==> src/sv/bsds_pkg.sv <==
// ----------------------------------------------------------------------------
// bsds_pkg
// Shared types and constants for the brush stroke dab spacer.
// ----------------------------------------------------------------------------
`default_nettype none

package bsds_pkg;

    localparam int POS_W         = 20;
    localparam int REG_W         = 10;
    localparam int CMD_W         = 2;
    localparam int AX_W          = 20;   // magnitude of a 21-bit difference
    localparam int PROD_W        = 2 * REG_W;
    localparam int D2_W          = 2 * AX_W + 1;
    localparam int RAD_W         = 55;   // 10000 * d2 stays below 2^55
    localparam int ROOT_W        = 28;
    localparam int CNT_W         = 5;
    localparam int SCALE_VAL     = 10000;
    localparam int P_MIN_VAL     = 100;
    localparam int MAX_DABS_DEF  = 64;
    localparam int FRAC_BITS_DEF = 4;
    localparam int QUEUE_DEPTH   = 2;
    localparam int CFG_AW        = 1;

    localparam logic [CMD_W-1:0] CMD_PRESS   = 2'd0;
    localparam logic [CMD_W-1:0] CMD_MOVE    = 2'd1;
    localparam logic [CMD_W-1:0] CMD_RELEASE = 2'd2;
    localparam logic [CMD_W-1:0] CMD_NONE    = 2'd3;

    localparam logic [CFG_AW-1:0] REG_BRUSH_SIZE = 1'b0;
    localparam logic [CFG_AW-1:0] REG_SPACING    = 1'b1;

    typedef struct packed {
        logic             single;
        logic [POS_W-1:0] from_x;
        logic [POS_W-1:0] from_y;
        logic [POS_W-1:0] to_x;
        logic [POS_W-1:0] to_y;
    } t_job;

    typedef struct packed {
        logic [POS_W-1:0] x;
        logic [POS_W-1:0] y;
        logic             last;
        logic             cap;
    } t_dab;

endpackage

`default_nettype wire

==> src/sv/brush_stroke_dab_spacer_unit.sv <==
// ----------------------------------------------------------------------------
// brush_stroke_dab_spacer_unit
// Turns pointer items into evenly spaced brush dab centres.
//
//   channel  dir  handshake                        payload
//   s_axis   in   i_s_axis_tvalid/o_s_axis_tready  tdata {pos_y,pos_x}, tuser {layer,btn,cmd}
//   m_axis   out  o_m_axis_tvalid/i_m_axis_tready  tdata {dab_y,dab_x}, tlast, tuser capped
//   cfg      in   i_cfg_we                         i_cfg_addr, i_cfg_wdata
//
// Press: its dab comes straight from the queued job. Move: the first dab follows
// the 28-step root loop, the step-count divide (skipped when the count
// saturates at the first check) and the 20-step offset divide, then one dab per
// cycle while the output is not stalled.
// Up to two jobs queue behind the back end; the input stalls when full.
// Synchronous active-low reset; no clearing pass.
// ----------------------------------------------------------------------------
`default_nettype none

module brush_stroke_dab_spacer_unit import bsds_pkg::*; #(
    parameter int MAX_DABS  = MAX_DABS_DEF,
    parameter int FRAC_BITS = FRAC_BITS_DEF
) (
    input  wire logic                i_clk,
    input  wire logic                i_rst_n,
    input  wire logic                i_s_axis_tvalid,
    output logic                     o_s_axis_tready,
    input  wire logic [2*POS_W-1:0]  i_s_axis_tdata,  // pos_x, pos_y
    input  wire logic [CMD_W+1:0]    i_s_axis_tuser,  // command, button_ok, layer_ok
    output logic                     o_m_axis_tvalid,
    input  wire logic                i_m_axis_tready,
    output logic [2*POS_W-1:0]       o_m_axis_tdata,  // dab_x, dab_y
    output logic                     o_m_axis_tlast,
    output logic [0:0]               o_m_axis_tuser,  // capped
    input  wire logic                i_cfg_we,
    input  wire logic [CFG_AW-1:0]   i_cfg_addr,
    input  wire logic [REG_W-1:0]    i_cfg_wdata
);

    logic [REG_W-1:0] r_brush_size, r_spacing;
    logic             q_ready, push, job_valid, job_ready;
    t_job             push_job, job;
    t_dab             dab;

    always_ff @(posedge i_clk) begin
        if (!i_rst_n) begin
            r_brush_size <= REG_W'(10);
            r_spacing    <= REG_W'(25);
        end else if (i_cfg_we) begin
            unique case (i_cfg_addr)
                REG_BRUSH_SIZE: r_brush_size <= i_cfg_wdata;
                REG_SPACING:    r_spacing    <= i_cfg_wdata;
                default: begin
                end
            endcase
        end
    end

    bsds_front u_front (
        .i_clk       (i_clk),
        .i_rst_n     (i_rst_n),
        .i_valid     (i_s_axis_tvalid),
        .o_ready     (o_s_axis_tready),
        .i_command   (i_s_axis_tuser[CMD_W-1:0]),
        .i_pos_x     (i_s_axis_tdata[POS_W-1:0]),
        .i_pos_y     (i_s_axis_tdata[2*POS_W-1:POS_W]),
        .i_button_ok (i_s_axis_tuser[CMD_W]),
        .i_layer_ok  (i_s_axis_tuser[CMD_W+1]),
        .i_q_ready   (q_ready),
        .o_push      (push),
        .o_job       (push_job)
    );

    bsds_fifo #(.DEPTH(QUEUE_DEPTH)) u_fifo (
        .i_clk   (i_clk),
        .i_rst_n (i_rst_n),
        .i_push  (push),
        .i_data  (push_job),
        .o_ready (q_ready),
        .o_valid (job_valid),
        .o_data  (job),
        .i_pop   (job_ready)
    );

    bsds_back #(.MAX_DABS(MAX_DABS), .FRAC_BITS(FRAC_BITS)) u_back (
        .i_clk        (i_clk),
        .i_rst_n      (i_rst_n),
        .i_brush_size (r_brush_size),
        .i_spacing    (r_spacing),
        .i_job_valid  (job_valid),
        .i_job        (job),
        .o_job_ready  (job_ready),
        .o_dab_valid  (o_m_axis_tvalid),
        .o_dab        (dab),
        .i_dab_ready  (i_m_axis_tready)
    );

    assign o_m_axis_tdata = {dab.y, dab.x};
    assign o_m_axis_tlast = dab.last;
    assign o_m_axis_tuser = dab.cap;

endmodule

`default_nettype wire

==> src/sv/bsds_front.sv <==
// ----------------------------------------------------------------------------
// bsds_front
// Accepts pointer items, tracks stroke state and queues dab jobs.
// ----------------------------------------------------------------------------
`default_nettype none

module bsds_front import bsds_pkg::*; (
    input  wire logic             i_clk,
    input  wire logic             i_rst_n,
    input  wire logic             i_valid,
    output logic                  o_ready,
    input  wire logic [CMD_W-1:0] i_command,
    input  wire logic [POS_W-1:0] i_pos_x,
    input  wire logic [POS_W-1:0] i_pos_y,
    input  wire logic             i_button_ok,
    input  wire logic             i_layer_ok,
    input  wire logic             i_q_ready,
    output logic                  o_push,
    output t_job                  o_job
);

    logic             r_drawing, n_drawing;
    logic [POS_W-1:0] r_last_x, n_last_x;
    logic [POS_W-1:0] r_last_y, n_last_y;
    logic             accept, press_ok, move_ok;

    assign o_ready  = i_q_ready;
    assign accept   = i_valid && i_q_ready;
    assign press_ok = (i_command == CMD_PRESS) && i_button_ok && i_layer_ok;
    assign move_ok  = (i_command == CMD_MOVE) && r_drawing && i_layer_ok;
    assign o_push   = accept && (press_ok || move_ok);

    always_comb begin
        o_job.single = press_ok;
        o_job.from_x = press_ok ? i_pos_x : r_last_x;
        o_job.from_y = press_ok ? i_pos_y : r_last_y;
        o_job.to_x   = i_pos_x;
        o_job.to_y   = i_pos_y;
    end

    always_comb begin
        n_drawing = r_drawing;
        n_last_x  = r_last_x;
        n_last_y  = r_last_y;
        if (accept) begin
            unique case (i_command)
                CMD_PRESS: begin
                    if (press_ok) begin
                        n_drawing = 1'b1;
                        n_last_x  = i_pos_x;
                        n_last_y  = i_pos_y;
                    end
                end
                CMD_MOVE: begin
                    if (move_ok) begin
                        n_last_x = i_pos_x;
                        n_last_y = i_pos_y;
                    end
                end
                CMD_RELEASE: begin
                    n_drawing = 1'b0;
                end
                default: begin
                end
            endcase
        end
    end

    always_ff @(posedge i_clk) begin
        if (!i_rst_n) begin
            r_drawing <= 1'b0;
            r_last_x  <= '0;
            r_last_y  <= '0;
        end else begin
            r_drawing <= n_drawing;
            r_last_x  <= n_last_x;
            r_last_y  <= n_last_y;
        end
    end

endmodule

`default_nettype wire

==> src/sv/bsds_fifo.sv <==
// ----------------------------------------------------------------------------
// bsds_fifo
// Short job queue between the front and the back.
// ----------------------------------------------------------------------------
`default_nettype none

module bsds_fifo import bsds_pkg::*; #(
    parameter int DEPTH = QUEUE_DEPTH
) (
    input  wire logic i_clk,
    input  wire logic i_rst_n,
    input  wire logic i_push,
    input  t_job      i_data,
    output logic      o_ready,
    output logic      o_valid,
    output t_job      o_data,
    input  wire logic i_pop
);

    localparam int PW = $clog2(DEPTH);
    localparam int CW = $clog2(DEPTH + 1);

    t_job          r_mem [DEPTH];
    logic [PW-1:0] r_wr, n_wr, r_rd, n_rd;
    logic [CW-1:0] r_count, n_count;
    logic          do_push, do_pop;

    assign o_ready = (r_count != CW'(DEPTH));
    assign o_valid = (r_count != '0);
    assign o_data  = r_mem[r_rd];
    assign do_push = i_push && o_ready;
    assign do_pop  = i_pop && o_valid;

    always_comb begin
        n_wr    = r_wr;
        n_rd    = r_rd;
        n_count = r_count;
        if (do_push) begin
            n_wr = (r_wr == PW'(DEPTH - 1)) ? '0 : r_wr + 1'b1;
        end
        if (do_pop) begin
            n_rd = (r_rd == PW'(DEPTH - 1)) ? '0 : r_rd + 1'b1;
        end
        if (do_push && !do_pop) begin
            n_count = r_count + 1'b1;
        end else if (do_pop && !do_push) begin
            n_count = r_count - 1'b1;
        end
    end

    always_ff @(posedge i_clk) begin
        if (do_push) begin
            r_mem[r_wr] <= i_data;
        end
    end

    always_ff @(posedge i_clk) begin
        if (!i_rst_n) begin
            r_wr    <= '0;
            r_rd    <= '0;
            r_count <= '0;
        end else begin
            r_wr    <= n_wr;
            r_rd    <= n_rd;
            r_count <= n_count;
        end
    end

endmodule

`default_nettype wire

==> src/sv/bsds_back.sv <==
// ----------------------------------------------------------------------------
// bsds_back
// Works out a move's step count by square root and division; emits the dabs.
// ----------------------------------------------------------------------------
`default_nettype none

module bsds_back import bsds_pkg::*; #(
    parameter int MAX_DABS  = MAX_DABS_DEF,
    parameter int FRAC_BITS = FRAC_BITS_DEF
) (
    input  wire logic             i_clk,
    input  wire logic             i_rst_n,
    input  wire logic [REG_W-1:0] i_brush_size,
    input  wire logic [REG_W-1:0] i_spacing,
    input  wire logic             i_job_valid,
    input  t_job                  i_job,
    output logic                  o_job_ready,
    output logic                  o_dab_valid,
    output t_dab                  o_dab,
    input  wire logic             i_dab_ready
);

    localparam int QW    = $clog2(MAX_DABS + 1);
    localparam int NW    = QW;
    localparam int RW    = NW + 2;
    localparam int DIV_W = PROD_W + FRAC_BITS;
    localparam int CW    = (DIV_W + QW > ROOT_W) ? DIV_W + QW : ROOT_W;

    localparam logic [RAD_W-1:0]  SCALE  = RAD_W'(SCALE_VAL);
    localparam logic [PROD_W-1:0] P_MIN  = PROD_W'(P_MIN_VAL);
    localparam logic [NW-1:0]     N_MAX  = NW'(MAX_DABS);

    localparam logic [2:0] ST_IDLE  = 3'd0;
    localparam logic [2:0] ST_SQ    = 3'd1;
    localparam logic [2:0] ST_SCALE = 3'd2;
    localparam logic [2:0] ST_SQRT  = 3'd3;
    localparam logic [2:0] ST_QCHK  = 3'd4;
    localparam logic [2:0] ST_QDIV  = 3'd5;
    localparam logic [2:0] ST_ADIV  = 3'd6;
    localparam logic [2:0] ST_EMIT  = 3'd7;

    logic [2:0]        r_st, n_st;
    logic [POS_W-1:0]  r_fx, n_fx, r_fy, n_fy;
    logic [AX_W-1:0]   r_ax, n_ax, r_ay, n_ay;
    logic              r_negx, n_negx, r_negy, n_negy;
    logic [D2_W-1:0]   r_d2, n_d2;
    logic [PROD_W-1:0] r_p, n_p;
    logic [RAD_W-1:0]  r_rad, n_rad, r_root, n_root, r_bit, n_bit;
    logic [CW-1:0]     r_rem, n_rem, r_dv, n_dv;
    logic [QW-1:0]     r_q, n_q;
    logic [CNT_W-1:0]  r_cnt, n_cnt;
    logic [NW-1:0]     r_n, n_n, r_idx, n_idx;
    logic              r_cap, n_cap;
    logic [NW-1:0]     r_remx, n_remx, r_remy, n_remy;
    logic [RW-1:0]     r_rx, n_rx, r_ry, n_ry;
    logic [AX_W-1:0]   r_qx, n_qx, r_qy, n_qy;
    logic              r_out_valid, n_out_valid;
    t_dab              r_out, n_out;

    logic [POS_W:0]    dx, dy;
    logic [2*AX_W-1:0] sq_x, sq_y;
    logic [PROD_W-1:0] prod;
    logic [RAD_W-1:0]  trial;
    logic [DIV_W-1:0]  divisor;
    logic [QW-1:0]     q_fin;
    logic              q_ge;
    logic [NW:0]       ax_rem2, ay_rem2;
    logic              gx, gy;
    logic [RW-1:0]     two_n, sum_x, sum_y;
    logic              wrap_x, wrap_y;
    logic [AX_W-1:0]   qx_nx, qy_nx;
    logic              out_free;

    assign o_job_ready = (r_st == ST_IDLE);
    assign o_dab_valid = r_out_valid;
    assign o_dab       = r_out;
    assign out_free    = !r_out_valid || i_dab_ready;

    always_comb begin
        dx      = {i_job.to_x[POS_W-1], i_job.to_x} - {i_job.from_x[POS_W-1], i_job.from_x};
        dy      = {i_job.to_y[POS_W-1], i_job.to_y} - {i_job.from_y[POS_W-1], i_job.from_y};
        sq_x    = r_ax * r_ax;
        sq_y    = r_ay * r_ay;
        prod    = i_brush_size * i_spacing;
        trial   = r_root + r_bit;
        divisor = DIV_W'(r_p) << FRAC_BITS;
        q_ge    = (r_rem >= r_dv);
        q_fin   = QW'({r_q, q_ge});
        ax_rem2 = {r_remx, r_ax[AX_W-1]};
        ay_rem2 = {r_remy, r_ay[AX_W-1]};
        gx      = (ax_rem2 >= {1'b0, r_n});
        gy      = (ay_rem2 >= {1'b0, r_n});
        two_n   = RW'({r_n, 1'b0});
        sum_x   = r_rx + RW'({r_remx, 1'b0});
        sum_y   = r_ry + RW'({r_remy, 1'b0});
        wrap_x  = (sum_x >= two_n);
        wrap_y  = (sum_y >= two_n);
        qx_nx   = r_qx + r_ax + AX_W'(wrap_x);
        qy_nx   = r_qy + r_ay + AX_W'(wrap_y);
    end

    always_comb begin
        n_st = r_st;   n_fx = r_fx;   n_fy = r_fy;   n_ax = r_ax;   n_ay = r_ay;
        n_negx = r_negx; n_negy = r_negy; n_d2 = r_d2; n_p = r_p;
        n_rad = r_rad; n_root = r_root; n_bit = r_bit; n_rem = r_rem; n_dv = r_dv;
        n_q = r_q;     n_cnt = r_cnt; n_n = r_n;     n_idx = r_idx; n_cap = r_cap;
        n_remx = r_remx; n_remy = r_remy; n_rx = r_rx; n_ry = r_ry;
        n_qx = r_qx;   n_qy = r_qy;
        n_out_valid = r_out_valid && !i_dab_ready;
        n_out = r_out;
        unique case (r_st)
            ST_IDLE: begin
                if (i_job_valid) begin
                    if (i_job.single) begin
                        n_fx = i_job.to_x;  n_fy = i_job.to_y;
                        n_ax = '0;          n_ay = '0;
                        n_negx = 1'b0;      n_negy = 1'b0;
                        n_remx = '0;        n_remy = '0;
                        n_n = NW'(1);       n_idx = NW'(1);
                        n_rx = RW'(1);      n_ry = RW'(1);
                        n_qx = '0;          n_qy = '0;
                        n_cap = 1'b0;
                        n_st = ST_EMIT;
                    end else begin
                        n_fx = i_job.from_x; n_fy = i_job.from_y;
                        n_negx = dx[POS_W];  n_negy = dy[POS_W];
                        n_ax = dx[POS_W] ? AX_W'(-dx) : AX_W'(dx);
                        n_ay = dy[POS_W] ? AX_W'(-dy) : AX_W'(dy);
                        n_st = ST_SQ;
                    end
                end
            end
            ST_SQ: begin
                n_d2 = {1'b0, sq_x} + {1'b0, sq_y};
                n_p  = (prod < P_MIN) ? P_MIN : prod;
                n_st = ST_SCALE;
            end
            ST_SCALE: begin
                n_rad  = RAD_W'(r_d2) * SCALE;
                n_root = '0;
                n_bit  = RAD_W'(1) << (RAD_W - 1);
                n_st   = ST_SQRT;
            end
            ST_SQRT: begin
                if (r_rad >= trial) begin
                    n_rad  = r_rad - trial;
                    n_root = (r_root >> 1) + r_bit;
                end else begin
                    n_root = r_root >> 1;
                end
                n_bit = r_bit >> 2;
                if (r_bit[0]) begin
                    n_st = ST_QCHK;
                end
            end
            ST_QCHK: begin
                n_cnt = '0;
                if (CW'(r_root[ROOT_W-1:0]) >= (CW'(divisor) << QW)) begin
                    n_n    = N_MAX;
                    n_cap  = 1'b1;
                    n_remx = '0;
                    n_remy = '0;
                    n_st   = ST_ADIV;
                end else begin
                    n_rem = CW'(r_root[ROOT_W-1:0]);
                    n_dv  = CW'(divisor) << (QW - 1);
                    n_q   = '0;
                    n_st  = ST_QDIV;
                end
            end
            ST_QDIV: begin
                if (q_ge) begin
                    n_rem = r_rem - r_dv;
                end
                n_dv  = r_dv >> 1;
                n_q   = q_fin;
                n_cnt = r_cnt + 1'b1;
                if (r_cnt == CNT_W'(QW - 1)) begin
                    n_cnt  = '0;
                    n_remx = '0;
                    n_remy = '0;
                    n_cap  = 1'b0;
                    if (q_fin == '0) begin
                        n_n = NW'(1);
                    end else if (q_fin > QW'(MAX_DABS)) begin
                        n_n   = N_MAX;
                        n_cap = 1'b1;
                    end else begin
                        n_n = q_fin;
                    end
                    n_st = ST_ADIV;
                end
            end
            ST_ADIV: begin
                n_remx = gx ? NW'(ax_rem2 - {1'b0, r_n}) : NW'(ax_rem2);
                n_remy = gy ? NW'(ay_rem2 - {1'b0, r_n}) : NW'(ay_rem2);
                n_ax   = {r_ax[AX_W-2:0], gx};
                n_ay   = {r_ay[AX_W-2:0], gy};
                n_cnt  = r_cnt + 1'b1;
                if (r_cnt == CNT_W'(AX_W - 1)) begin
                    n_rx  = RW'(r_n);
                    n_ry  = RW'(r_n);
                    n_qx  = '0;
                    n_qy  = '0;
                    n_idx = NW'(1);
                    n_st  = ST_EMIT;
                end
            end
            ST_EMIT: begin
                if (out_free) begin
                    n_rx = wrap_x ? sum_x - two_n : sum_x;
                    n_ry = wrap_y ? sum_y - two_n : sum_y;
                    n_qx = qx_nx;
                    n_qy = qy_nx;
                    n_out.x    = r_fx + (r_negx ? (~qx_nx + 1'b1) : qx_nx);
                    n_out.y    = r_fy + (r_negy ? (~qy_nx + 1'b1) : qy_nx);
                    n_out.last = (r_idx == r_n);
                    n_out.cap  = r_cap;
                    n_out_valid = 1'b1;
                    n_idx = r_idx + 1'b1;
                    if (r_idx == r_n) begin
                        n_st = ST_IDLE;
                    end
                end
            end
            default: begin
                n_st = ST_IDLE;
            end
        endcase
    end

    always_ff @(posedge i_clk) begin
        r_fx <= n_fx;     r_fy <= n_fy;     r_ax <= n_ax;     r_ay <= n_ay;
        r_negx <= n_negx; r_negy <= n_negy; r_d2 <= n_d2;     r_p <= n_p;
        r_rad <= n_rad;   r_root <= n_root; r_bit <= n_bit;   r_rem <= n_rem;
        r_dv <= n_dv;     r_q <= n_q;       r_n <= n_n;       r_idx <= n_idx;
        r_cap <= n_cap;   r_remx <= n_remx; r_remy <= n_remy; r_rx <= n_rx;
        r_ry <= n_ry;     r_qx <= n_qx;     r_qy <= n_qy;     r_out <= n_out;
    end

    always_ff @(posedge i_clk) begin
        if (!i_rst_n) begin
            r_st        <= ST_IDLE;
            r_cnt       <= '0;
            r_out_valid <= 1'b0;
        end else begin
            r_st        <= n_st;
            r_cnt       <= n_cnt;
            r_out_valid <= n_out_valid;
        end
    end

    a_emit_count: assert property (@(posedge i_clk) disable iff (!i_rst_n)
        (r_st == ST_EMIT) |-> (r_n != '0 && r_n <= N_MAX && r_idx <= r_n))
        else $error("dab count out of range");

    a_emit_rem: assert property (@(posedge i_clk) disable iff (!i_rst_n)
        (r_st == ST_EMIT) |-> (r_rx < two_n && r_ry < two_n))
        else $error("interpolation remainder out of range");

    a_cap_full: assert property (@(posedge i_clk) disable iff (!i_rst_n)
        (r_st == ST_EMIT && r_cap) |-> (r_n == N_MAX))
        else $error("capped run without full dab count");

    a_sqrt_bit: assert property (@(posedge i_clk) disable iff (!i_rst_n)
        (r_st == ST_SQRT) |-> $onehot(r_bit))
        else $error("root trial bit lost");

endmodule

`default_nettype wire
==> config.mk <==
export PLATFORM = sky130hd
export DESIGN_NAME = brush_stroke_dab_spacer_unit
export DESIGN_NICKNAME = d
export VERILOG_FILES = /design/src/sv/bsds_pkg.sv /design/src/sv/brush_stroke_dab_spacer_unit.sv /design/src/sv/bsds_front.sv /design/src/sv/bsds_fifo.sv /design/src/sv/bsds_back.sv
export SDC_FILE = /design/constraint.sdc
export NUM_CORES = 2
export LEC_CHECK = 0
export BUFFER_PORTS_ARGS = -buffer_cell sky130_fd_sc_hd__buf_2
export CAP_MARGIN = 15
export CORE_MARGIN = 2
export CORE_UTILIZATION = 45
export DETAILED_ROUTE_END_ITERATION = 8
export SLEW_MARGIN = 15
export SYNTH_ARGS = -nofsm -noshare
export SYNTH_HDL_FRONTEND = slang
export SYNTH_SLANG_ARGS = --single-unit
export TNS_END_PERCENT = 1
==> constraint.sdc <==
create_clock -name i_clk -period 12.8 [get_ports i_clk]
set_input_delay 2.56 -clock i_clk [delete_from_list [all_inputs] [get_ports i_clk]]
set_output_delay 2.56 -clock i_clk [all_outputs]
set_load 0.02 [all_outputs]
==> results.md <==
- Postcts setup bufs: 0
- Std cell rows: 152
- Mapped Nets: 9687
- Setup Viol. Count Final: 0
- Share of layout cells above drive strength 1: 0.0597
- Core Region: 0.172 mm^2
- EDFF count, synth: 638
- Crit-path max FO: 16
- Die width: 420 um
- CP required: 13.25 ns
- Cell taking the most area after synthesis: edfxtp_1
- Final Hold Vio Count: 0
- Total Die Area: 0.176 mm^2
- Insertion delay to the later sink of the worst-skew pair: 0.74 ns
- Vias/cell: 5.38
- Htree depth: 3
- Reported max-cap violation count: 0
- GP Congestion: 0.936
- GRT overflow: 0
- Max_slew headroom: 0.219
- CTS root buf: clkbuf_16
- R2R cell count: 25
- Critical path endpoint category: flop
- CTS tree: yes
- Total global-route track usage: 0.234
- Critical Path Sink: u_back.r_d2[38]
- Vias in the first global route: 57800
- Final hold slack: 0.411 ns
- IO Pins: 104
- Async set-reset flop share out of synthesis: 0
- Top-count cell post-synth: inv_1
- Cts bufs inserted: 87
- RR Startpoint: u_back.r_ay[8]
- Syn avg cell area: 9.68 um^2
- Status: finished clean
- Syn Inst Count: 8028
- Kind of critical path: flop to flop
- Ys Warns: 0
- Drt total wl: 202 mm
- CTS Hold Buffers Added: 0
- Distinct cells, synth: 107
- Register area share after synthesis: 0.266
- Via count: 56000
- Starting Density: 0.453
- Clk sink count: 713
- Final Max Tran Viols: 0
- Cts repair resizes: 0
- Minimum setup slack among reg-to-reg paths: 3.77 ns
- Die height: 420 um
- Setup TNS: 0 ns
- Pre-CTS WS: 3.88 ns
- Commonest register cell after synthesis: edfxtp_1
- Yosys reg bits: 713
- RSZ-0062 raised after global routing: false
- Commonest cells in the netlist: inv_1, fa_1, ha_1
- DRT antenna net count: 0
- CP Data Arrival Time: 9.47 ns
- Worst r2r dst: u_back.r_d2[38]
- Cell Area, Synth: 0.0777 mm^2
- P&R area growth vs syn: 7.79%
- Worst Tran Pin Value: 1.17 ns
- Hold Crit Class: flop to flop
- Critical Path Source: u_back.r_ay[8]
- Clock transition at path regs: 0.06 ns
- DRC errors left: 0
- Largest net degree at the start of global routing: 81
- PortBufs: 103
- Initial antenna violation count: 3
- Period utilization: 0.705
- Maximum clock frequency: 111 MHz
- Area contributors post-synth: edfxtp_1, fa_1, ha_1, inv_1, xnor2_1
- Clk buf depth: 3
- Worst Skew: 0.0696 ns
- First-pass GRT wire length: 323 mm
- Final setup margin: 3.77 ns
- Startpoint types: flop
- Final net count: 9683
- DRT iter0 DRCs: 3412
- Initial DRT Pass Iterations: 5
- Post-synth top area share: 0.247
- Fin crit period: 9.03 ns
- Wire per inst: 19.4 um
- DP HPWL: 159 mm
cells by family (layout without fill, tap and decap cells):
kind of cell               after synthesis  after routing  share of synthesized area
and+or+nand+nor                       2018           2018                      0.123
buffers and inverters                 1638           1706                     0.0794
adders and majority gates             1599           1599                      0.337
AOI/OAI and AO/OA                     1446           1446                      0.121
DFF                                    713            713                      0.266
xor gates and xnor gates               473            473                     0.0538
muxes                                  141            141                     0.0196
other                                    0              1                          0
stage by stage:
step | instances | area, um^2 | util
after global routing | 10400 | 83700 | 0.488
after floorplan | 8028 | 77700 | -
after CTS | 10400 | 83700 | 0.488
after global placement | 10200 | 80700 | 0.471
after detailed placement | 10200 | 80700 | 0.471
final | 10400 | 83700 | 0.488
how the worst min path moves through the flow:
stage                 startpoint         endpoint  slack, ns  cells past startpoint
finish              u_back.r_cap  u_back.o_dab[0]       0.41                      0
global route        u_back.r_cap  u_back.o_dab[0]       0.44                      0
CTS                 u_back.r_cap  u_back.o_dab[0]       0.41                      0
detailed placement  u_back.r_cap  u_back.o_dab[0]       0.40                      0
global placement    u_back.r_cap  u_back.o_dab[0]       0.40                      0
floorplan           u_back.r_cap  u_back.o_dab[0]       0.40                      0
sequential cells by signal (all words and copies together) (netlist names), 9 cells and up, named ones only:
register and count:
u_back.r_p 20, u_back.r_root 55, u_back.r_fx 20, u_back.r_qy 20, u_back.r_d2 41, r_brush_size 10, u_front.r_last_x 20, u_back.r_qx 20
u_back.r_bit 28, u_back.r_dv 30, u_back.r_rem 31, u_fifo.r_mem 162, u_back.r_ax 20, u_back.r_fy 20, u_front.r_last_y 20, u_back.r_ay 20
u_back.r_ry 9, u_back.r_rad 55, r_spacing 10, u_back.o_dab 42
layout by cell type, fill, tap and decap left out, drive strengths merged, types with 15 or more instances in the layout:
master     n
a211oi    66
and3      78
fa       827
a21boi    33
clkbuf   113
or3       37
a31o      18
nand2    657
a211o     22
dfxtp     75
inv     1376
o22ai     66
edfxtp   638
o211ai    17
nor2     541
xor2     182
nand4     55
nor2b    125
a21oi    362
o21a      89
nor4      21
buf      163
o21ai    306
xnor2    289
mux2i     56
a21o     172
nand2b    60
clkinv    38
nand3     77
and2     208
ha       772
nor3      89
o31ai     41
o21bai    61
a31oi     76
or2       15
mux2      85
layout make-up:
| type | instances | area, um^2 |
|---|---|---|
| Timing Repair Buffer | 163 | 978 |
| Inverter | 1382 | 5190 |
| Fill cell | 15900 | 87800 |
| Multi-Input combinational cell | 5677 | 51000 |
| Clock inverter | 48 | 621 |
| Antenna cell | 1 | 2.50 |
| Tap cell | 2310 | 2890 |
| Sequential cell | 713 | 20700 |
| Clock buffer | 113 | 2390 |
layer usage:
| layer | share of wire | routed length [um] | track usage | vias to the layer above |
|---|---|---|---|---|
| met1 | 0.44 | 89100 | 0.309 | 27600 |
| met2 | 0.47 | 94400 | 0.387 | 1218 |
| met4 | 0.046 | 9210 | 0.0966 | 2 |
| li1 | - | - | - | 26800 |
| met5 | 0.000064 | 13 | 0 | - |
| met3 | 0.045 | 9100 | 0.0311 | 323 |
worst max-delay path, cell delays in order, from the launching register on:
cell and delay [ns]:
edfxtp_1 0.82, clkinv_1 0.65, nor2_1 0.32, fa_1 0.47, fa_1 0.49, fa_1 0.49
inv_1 0.05, fa_1 0.48, fa_1 0.55, inv_1 0.05, fa_1 0.47, inv_1 0.06
fa_1 0.48, inv_1 0.05, fa_1 0.48, ha_1 0.37, nand3_1 0.27, nor2_1 0.08
a21oi_1 0.41, a21oi_1 0.16, nor2_1 0.17, o21ai_1 0.17, a221oi_1 0.66, o211a_1 0.31
nor4b_1 0.06, nand4b_1 0.17
Power is left out: the tool's default activity adds up to more than one toggle a clock period on the data nets, which glitch-free logic cannot reach.
